### src/sv/hash_join_build_probe_defines.svh
// Assertion macros used by hash_join_build_probe.sv.
`ifndef HASH_JOIN_BUILD_PROBE_DEFINES_SVH
`define HASH_JOIN_BUILD_PROBE_DEFINES_SVH

`ifndef SYNTHESIS
`define HJBP_ASSERT_CLK(label, clk, rst, prop) \
   label: assert property (@(posedge clk) disable iff (rst) prop) \
      else $error("assertion failed");
`define HJBP_ASSERT(label, prop) \
   `HJBP_ASSERT_CLK(label, clock, reset, prop)
`else
`define HJBP_ASSERT_CLK(label, clk, rst, prop)
`define HJBP_ASSERT(label, prop)
`endif

`endif

### src/sv/hjbp_pkg.sv
`default_nettype none
package hjbp_pkg;

   localparam int TableEntriesDefault = 64;
   localparam int FieldW              = 31;
   localparam int ReqDataW            = 64;
   localparam int RspDataW            = 128;

   localparam logic [1:0] CmdInsert = 2'd0;
   localparam logic [1:0] CmdProbe  = 2'd1;
   localparam logic [1:0] CmdClear  = 2'd2;

   localparam logic KindMatch  = 1'b0;
   localparam logic KindReject = 1'b1;

   typedef struct packed {
      logic write;    // store the insert tuple in this cell
      logic compare;  // latch the probe compare result
      logic active;   // cell lies below the fill count
      logic shift;    // take the neighbor's contents
   } cell_ctrl_type;

   typedef struct packed {
      logic [FieldW-1:0] key;
      logic [FieldW-1:0] value;
      logic              match;
   } cell_data_type;

endpackage
`default_nettype wire

### src/sv/hjbp_cell.sv
`default_nettype none
module hjbp_cell (
   input  wire logic                          clock,
   input  wire logic                          reset,
   input  wire hjbp_pkg::cell_ctrl_type       ctrl,
   input  wire logic [hjbp_pkg::FieldW-1:0]   wr_key,
   input  wire logic [hjbp_pkg::FieldW-1:0]   wr_value,
   input  wire logic [hjbp_pkg::FieldW-1:0]   probe_value,
   input  wire hjbp_pkg::cell_data_type       nb_in,
   output hjbp_pkg::cell_data_type            data_out
);

   logic [hjbp_pkg::FieldW-1:0] key_ff, key_in;
   logic [hjbp_pkg::FieldW-1:0] value_ff, value_in;
   logic                        match_ff, match_in;

   always_comb begin
      key_in   = key_ff;
      value_in = value_ff;
      match_in = match_ff;
      if (ctrl.write) begin
         key_in   = wr_key;
         value_in = wr_value;
      end else if (ctrl.compare) begin
         match_in = ctrl.active && (value_ff == probe_value);
      end else if (ctrl.shift) begin
         key_in   = nb_in.key;
         value_in = nb_in.value;
         match_in = nb_in.match;
      end
   end

   always_ff @(posedge clock) begin
      key_ff   <= key_in;
      value_ff <= value_in;
      if (reset) begin
         match_ff <= 1'b0;
      end else begin
         match_ff <= match_in;
      end
   end

   assign data_out.key   = key_ff;
   assign data_out.value = value_ff;
   assign data_out.match = match_ff;

endmodule
`default_nettype wire

### config.mk
export PLATFORM = sky130hd
export DESIGN_NAME = hjbp_cell
export DESIGN_NICKNAME = d
export VERILOG_FILES = /design/src/sv/hash_join_build_probe_defines.svh /design/src/sv/hjbp_pkg.sv /design/src/sv/hjbp_cell.sv
export SDC_FILE = /design/constraint.sdc
export NUM_CORES = 1
export LEC_CHECK = 0
export ABC_AREA = 1
export ABC_CLOCK_PERIOD_IN_PS = 2800
export BUFFER_PORTS_ARGS = -buffer_cell sky130_fd_sc_hd__buf_2
export CORE_UTILIZATION = 42
export DETAILED_ROUTE_END_ITERATION = 8
export PLACE_DENSITY_LB_ADDON = 0.1
export SYNTH_ARGS = -nofsm -noshare
export SYNTH_HDL_FRONTEND = slang
export SYNTH_SLANG_ARGS = --single-unit
### constraint.sdc
create_clock -name clock -period 2.8 [get_ports clock]
set_input_delay 0 -clock clock [delete_from_list [all_inputs] [get_ports clock]]
set_output_delay 0 -clock clock [all_outputs]
set_load 0.02 [all_outputs]
# After elaboration in Yosys (flattened, before gate mapping)
# Cells that the tools add are included.
dict set report classes {
  muxes 8
  n_reduce_logical 5
  n_eq_ne 2
  bitwise_logic 1
}
# cell n
set op_table {}
lappend op_table {{two-way mux 31 bit} 6}
lappend op_table {{== test 31 bit} 1}
lappend op_table {{AND reduction 2 bit} 2}
lappend op_table {{nonzero test 2 bit} 2}
lappend op_table {{two-way mux 1 bit} 2}
lappend op_table {{inequality test 2 x 1 -> 1 bit (second input constant)} 1}
lappend op_table {{logical AND 1 bit} 1}
lappend op_table {{inverter 1 bit} 1}
dict set report word_totals {
  wordCells 19
  out_inout_bits 63
  ff_bits 63
  in_bits 162
}

# Longest topological paths before layout
# Gate-level depths: netlist of run 1.
dict set report depth {
  depth_word 3
  depth_mapped 10
  ltp_nobuf 10
}

# Worst setup path before layout of run 1
# Ideal clock, no wire load.
dict set report synth_timing {
  path_type {input-to-reg}
  from {input ctrl[3] in the netlist's numbering}
  to {register key_ff[0] in the netlist's numbering (enable)}
  stages 4
  setup_slack_ns 0.641
  setup_time_ns 0.680
  n_path_buf 2
  required_time_ns 2.120
  arrival_time_ns 1.480
  cell_sequence {buf_2 inv_2 buf_2 nand2_1}
}
dict set report synth_between {
  elab_chain_cells 2
  word_cells_on_any_way 3
  cone_classes {1 x eq/ne; 2 x reduce/logical}
}
# element line_no
set synth_lines {}
lappend synth_lines {{from (decl)} hjbp_cell.sv:5} ;# input wire hjbp_pkg::cell_ctrl_type ctrl,
lappend synth_lines {{inequality test 2 x 1 -> 1 bit (no source line) / nonzero test 2 bit (equally long branches)} n/a}
lappend synth_lines {{AND reduction 2 bit (no source line) *} n/a}
lappend synth_lines {{to (signal assigned)} hjbp_cell.sv:34} ;# key_ff <= key_in;
lappend synth_lines {{to (decl)} hjbp_cell.sv:13} ;# logic [hjbp_pkg::FieldW-1:0] key_ff, key_in;
# Mark *: on every way between the ends. The rest lies on a longest branch, timed or not.
# A chain may end at the register's enable or synchronous reset.

# Worst setup path in the final report of run 1
dict set report layout_timing {
  from {register value_ff[18] in the netlist's numbering}
  to {register match_ff}
}
dict set report layout_between {
  elab_chain_cells 3
}
# element line_no
set layout_lines {}
lappend layout_lines {{from (decl)} hjbp_cell.sv:14} ;# logic [hjbp_pkg::FieldW-1:0] value_ff, value_in;
lappend layout_lines {{from (signal assigned)} hjbp_cell.sv:35} ;# value_ff <= value_in;
lappend layout_lines {{== test 31 bit} hjbp_cell.sv:25} ;# match_in = ctrl.active && (value_ff == probe_value);
lappend layout_lines {{logical AND 1 bit} hjbp_cell.sv:25}
lappend layout_lines {{two-way mux 1 bit} hjbp_cell.sv:24} ;# end else if (ctrl.compare) begin
lappend layout_lines {{to (signal assigned)} hjbp_cell.sv:39} ;# match_ff <= match_in;
lappend layout_lines {{to (decl)} hjbp_cell.sv:15} ;# logic match_ff, match_in;
# Every way passes these cells.

==> flow_metrics.tcl, run 1 <==
set metrics [dict create \
    synth-xor-area-share_pct 2.64 \
    drt_first_iter_violations 191 \
    die-area_sq_um 8270 \
    worst-path-max-fanout 3 \
    seqCellArea_sq_um 1880 \
    synth.most_common_cell "nand2_1" \
    max_slew_margin_pct 57.5 \
    finalCritPeriodShare_pct 64.4 \
    max-cap-violations 0 \
    antenna_left 0 \
    seq_area_frac_synth_pct 56.6 \
    synth_area_leader_cell "edfxtp_1" \
    min_from "wr_key[15]" \
    vdd_drop_max_uv 286 \
    cts.sinks 63 \
    finalSetupViolations 0 \
    cp-end-kind "flop" \
    synthCells 424 \
    grt_pass1_vias 4050 \
    ys_warn_count 0 \
    syn_area_sq_um 3320 \
    status "finished, final reports clean" \
    holdPathStages 4 \
    synth.distinct_cells 19 \
    numCtsBuffers 9 \
    cts_tree "done" \
    synth_fa_ha_area_share_pct 0 \
    ys_ff_latch 63 \
    cp.required_ps 3070 \
    maxSlewViolCount 0 \
    grt_antenna_before_repair 0 \
    wirelength_mm 11.2 \
    hold_end "key_ff[15]" \
    dp_hpwl_mm 6.75 \
    io_pins 225 \
    critPathArrivalTime_ps 2070 \
    fin_cells 881 \
    total_power_mw 2.79 \
    numPortBuffers 224 \
    num_vias 3985 \
    postSynthAreaPerCell_sq_um 7.84 \
    r2r-end "match_ff" \
    synthesis.nets 586 \
    worstReg2RegStart "value_ff[18]" \
    hold_violations 0 \
    grt_use_total_pct 27.5 \
    synthArstFlopShare_pct 0 \
    clk_pin_slew_ps 70 \
    r2r_cells 10 \
    place_congestion 0.804 \
    synthTopCellsByCount "nand2_1, edfxtp_1, inv_1" \
    grt_overflow_total 0 \
    drc 0 \
    placed_cells 739 \
    drive_above_1_share_pct 31.7 \
    wl_per_cell_um 12.7 \
    synth_compound_area_share_pct 0.791 \
    synthToLayoutAreaGrowth_pct 80.7 \
    rrSetupSlack_ps 1000 \
    fin_nets 936 \
    finClkSkew_ps 9.38 \
    power_density_nw_per_um2 464 \
    fillCellCount 533 \
    initial_utilization_pct 43.2 \
    antennaDiodeCount 0 \
    cts_max_level 3 \
    synth_flop_cell "edfxtp_1" \
    fin_util_pct 78.1 \
    core_area_sq_um 7690 \
    clockBufferDepth 2 \
    worst_setup_path_start_kind "flop" \
    rsz0062_at_grt "false" \
    num_rows 32 \
    path_class "reg -> reg" \
    yosysTopAreaCellShare_pct 56.0 \
    die_w_um 91.0 \
    yosys-top-cells-area "edfxtp_1, nand2_1, inv_1, xnor2_1, buf_2" \
    cts_resized 0 \
    cts_root_buffer "clkbuf_8" \
    clock.fmax_ghz 0.555 \
    tightest_slew_ps 637 \
    multi_input_area_sq_um 1180 \
    synth_mux_area_share_pct 0 \
    hold_class "in -> reg" \
    synth_edf_count 62 \
    grt_start_max_net_pins 64 \
    chipHeight_um 91.0 \
    clkLatencyLatePin_ps 320 \
    grt_pass1_wl_mm 17.8 \
    min_period_ps 1800 \
    dr.pass1.iters 4 \
    power_leakage_nw 3.26 \
    viasPerCell 4.52 \
    setup-tns-final_ps 0 \
    synth_top_family_by_area "simple AND/OR/NAND/NOR gates" \
    synthSimpleGateAreaFrac_pct 32.0 \
]
-- critical path: stages (launching register included) --
cell and delay, ps:
edfxtp_1 430, inv_1 80, nand2_1 60, nand2_1 60
nand2_1 70, nor2_1 100, nand2_1 70, nor2_2 100
nand2_1 100, a21oi_2 130, dlygate4sd3_1 550
-- per-stage QoR --
step,hold WS (ps),cell area (sq um),setup WS (ps)
2_1_floorplan,178,3320,641
3_3_place_gp,266,4540,1460
3_5_place_dp,266,4540,1440
4_1_cts,453,6010,1010
5_1_grt,474,6010,844
6_report,473,6010,997
-- state kept, by name, indices dropped and copies added, names as in the netlist --
name      count
match_ff      1
value_ff     31
key_ff       31
-- metal layers --
layer / routed length (um) / up-vias / GRT usage [%]
li1: - / 1977 / -
met5: 0 / - / 0
met3: 832 / 36 / 7.20
met4: 416 / 0 / 13.6
met1: 4110 / 1791 / 27.9
met2: 5840 / 181 / 51.8
-- kinds of logic (layout without fill, tap and decap cells) --
family / Yosys count / in the layout
flip-flops: 63 / 63
AO/OA/AOI/OAI: 4 / 4
AND/OR/NAND/NOR: 280 / 280
XOR/XNOR: 10 / 10
buffers and inverters: 67 / 422
-- area by class of cell --
cell class	count	share of cell area, %
timing repair buffer	353	40.3
sequential	63	31.3
multi-input combinational	294	19.6
inverter	53	3.31
clock buffer	13	2.65
tap	102	2.12
clock inverter	3	0.708
-- worst max path at each step --
stage                             from   endpoint  slack [ps]
final                     value_ff[18]   match_ff        1000
after global routing       value_ff[3]   match_ff         840
after CTS                 value_ff[16]   match_ff        1010
after detailed placement       ctrl[2]  key_ff[1]        1440
after global placement         ctrl[2]  key_ff[7]        1460
after floorplan                ctrl[3]  key_ff[0]         640
-- layout by cell type (no fill, tap or decap) --
master,synthesis,layout
a21oi_1,1,1
a21oi_2,1,1
buf_12,0,1
buf_2,8,224
buf_4,1,2
bufinv_16,0,1
clkbuf_1,2,2
clkbuf_8,0,11
clkinv_2,0,1
clkinvlp_4,0,1
dfxtp_1,1,1
dlygate4sd3_1,0,126
edfxtp_1,62,62
inv_1,52,52
inv_2,1,1
nand2_1,265,264
nand2_2,1,2
nand3_1,1,1
nand4_1,1,1
nor2_1,10,10
nor2_2,2,2
o21ai_1,1,1
o21bai_1,1,1
xnor2_1,10,10
-- where the power goes --
part           total [mW]  switching (mW)  internal, mW
registers            1.22          0.0521          1.16
logic               0.777           0.402         0.376
clock network       0.795           0.335         0.459
total                2.79           0.789          2.00
-- repair_timing --
| item | CTS | global route |
|---|---|---|
| hold buffers | 126 | 0 |
| hold endpoints to repair | 63 | 0 |
| setup buffers | 0 | 0 |
Power figures use the tool's default switching activity.
==> run 2, diff against run 1 <==
--- a/config.mk
+++ b/config.mk
@@ -5,10 +5,10 @@
 export SDC_FILE = /design/constraint.sdc
 export NUM_CORES = 1
 export LEC_CHECK = 0
-export ABC_AREA = 1
-export ABC_CLOCK_PERIOD_IN_PS = 2800
+export ABC_AREA = 0
+export ABC_CLOCK_PERIOD_IN_PS = 1600
 export BUFFER_PORTS_ARGS = -buffer_cell sky130_fd_sc_hd__buf_2
-export CORE_UTILIZATION = 42
+export CORE_UTILIZATION = 37
 export DETAILED_ROUTE_END_ITERATION = 8
 export PLACE_DENSITY_LB_ADDON = 0.1
 export SYNTH_ARGS = -nofsm -noshare
==> constraint.sdc (replaced) <==
create_clock -name clock -period 1.6 [get_ports clock]
set_input_delay 0 -clock clock [delete_from_list [all_inputs] [get_ports clock]]
set_output_delay 0 -clock clock [all_outputs]
set_load 0.02 [all_outputs]
==> run 2 against run 1 <==
Compared with the run above: the run now fails in 4_1_cts; synthesized cell count down 57%; synthesized area shrank 8.1%.
==> flow_metrics.tcl, run 2 <==
set metrics [dict create \
    die_w_um 92.9 \
    seq_area_frac_synth_pct 61.6 \
    synth_flop_cell "edfxtp_1" \
    synthSimpleGateAreaFrac_pct 3.77 \
    failed_stage "4_1_cts" \
    ys_ff_latch 63 \
    cts.sinks 63 \
    numCtsBuffers 9 \
    dp_hpwl_mm 6.26 \
    cts_resized 0 \
    stop_error "[ERROR RSZ-0060] Max buffer count reached." \
    synth_top_family_by_area "multiplexers" \
    cts_root_buffer "clkbuf_8" \
    synthTopCellsByCount "edfxtp_1, mux2_2, xnor2_1" \
    postSynthAreaPerCell_sq_um 16.7 \
    yosysTopAreaCellShare_pct 60.9 \
    synth_edf_count 62 \
    synth_compound_area_share_pct 0.819 \
    clockBufferDepth 2 \
    numPortBuffers 224 \
    status "stopped before the end" \
    io_pins 225 \
    synth_mux_area_share_pct 22.9 \
    synth_fa_ha_area_share_pct 0 \
    synthesis.nets 345 \
    synth.distinct_cells 22 \
    ys_warn_count 0 \
    synthCells 183 \
    place_congestion 0.756 \
    synth-xor-area-share_pct 9.13 \
    hold_buffers 105 \
    yosys-top-cells-area "edfxtp_1, mux2_2, xnor2_1, mux2_1, xor2_1" \
    num_rows 32 \
    synth_area_leader_cell "edfxtp_1" \
    synthArstFlopShare_pct 0 \
    initial_utilization_pct 38.9 \
    cts_setup_buffers 0 \
    synth.most_common_cell "edfxtp_1" \
    syn_area_sq_um 3060 \
    chipHeight_um 92.9 \
    cts_max_level 3 \
]
run 2: cell count changes after synthesis, moves of 9 or more:
cell     before  now
mux2_2        0   53
inv_1        52    1
xnor2_1      10   21
mux2_1        0    9
xor2_1        0    9
nand2_1     265    0
run 2: kinds of logic after synthesis:
family / after synthesis
multiplexers: 62
AO/OA/AOI/OAI: 3
flip-flops: 63
XOR/XNOR: 31
buffers and inverters: 9
AND/OR/NAND/NOR: 15
run 2: through the flow:
stage          hold slack, ps  std cells  util (%)  worst slack (ps)  instance area, sq um
2_1_floorplan            73.0        183         -               104                  3060
3_3_place_gp              173        506      55.1              69.2                  4330
3_5_place_dp              174        506      55.1              47.4                  4330
==> run 3, diff against run 2 <==
--- a/config.mk
+++ b/config.mk
@@ -6,11 +6,11 @@
 export NUM_CORES = 1
 export LEC_CHECK = 0
 export ABC_AREA = 0
-export ABC_CLOCK_PERIOD_IN_PS = 1600
+export ABC_CLOCK_PERIOD_IN_PS = 2100
 export BUFFER_PORTS_ARGS = -buffer_cell sky130_fd_sc_hd__buf_2
-export CORE_UTILIZATION = 37
+export CORE_UTILIZATION = 35
 export DETAILED_ROUTE_END_ITERATION = 8
-export PLACE_DENSITY_LB_ADDON = 0.1
+export PLACE_DENSITY_LB_ADDON = 0.15
 export SYNTH_ARGS = -nofsm -noshare
 export SYNTH_HDL_FRONTEND = slang
 export SYNTH_SLANG_ARGS = --single-unit
==> constraint.sdc (replaced) <==
create_clock -name clock -period 2.1 [get_ports clock]
set_input_delay 0 -clock clock [delete_from_list [all_inputs] [get_ports clock]]
set_output_delay 0 -clock clock [all_outputs]
set_load 0.02 [all_outputs]
==> run 3 against run 2 <==
Compared with the run above: the flow again stops in 4_1_cts; synthesized cell count unchanged; synthesized area unchanged.
==> flow_metrics.tcl, run 3 <==
set metrics [dict create \
    status "stopped before the end" \
    failed_stage "4_1_cts" \
    stop_error "[ERROR RSZ-0060] Max buffer count reached." \
    hold_buffers 107 \
    chipHeight_um 95.4 \
    placed_cell_area_sq_um 4290 \
    cts_max_level 3 \
    synthTopCellsByCount "edfxtp_1, mux2_2, xnor2_1" \
    initial_utilization_pct 36.6 \
    ys_warn_count 0 \
    io_pins 225 \
    synth.most_common_cell "edfxtp_1" \
    num_rows 33 \
    synthesis.nets 345 \
    synth_edf_count 62 \
    place_congestion 0.739 \
    cts_setup_buffers 0 \
    yosysTopAreaCellShare_pct 60.9 \
    placed_cells 509 \
    dp_hpwl_mm 6.19 \
    cts_resized 0 \
    numCtsBuffers 9 \
    ys_ff_latch 63 \
    synthCells 183 \
    cts.sinks 63 \
    yosys-top-cells-area "edfxtp_1, mux2_2, xnor2_1, mux2_1, xor2_1" \
    clockBufferDepth 2 \
    seq_area_frac_synth_pct 61.6 \
    die_w_um 95.4 \
    synthArstFlopShare_pct 0 \
    synth.distinct_cells 22 \
    postSynthAreaPerCell_sq_um 16.7 \
    syn_area_sq_um 3060 \
    numPortBuffers 224 \
    synth_flop_cell "edfxtp_1" \
    synth_area_leader_cell "edfxtp_1" \
    cts_root_buffer "clkbuf_8" \
]
run 3: cell counts after synthesis:
Identical to the previous run, type by type.
run 3: logic make-up after synthesis:
kind of cell | Yosys count | synth area share (%)
muxes | 62 | 22.9
xor gates and xnor gates | 31 | 9.13
DFF | 63 | 61.6
buffers and inverters | 9 | 1.84
and+or+nand+nor | 15 | 3.77
AOI/OAI and AO/OA | 3 | 0.819
run 3: through the flow:
| stage | hold WS, ps | util (%) | setup slack (ps) |
|---|---|---|---|
| 2_1_floorplan | 73.0 | - | 67.5 |
| 3_3_place_gp | 174 | 51.5 | 593 |
| 3_5_place_dp | 181 | 51.5 | 563 |
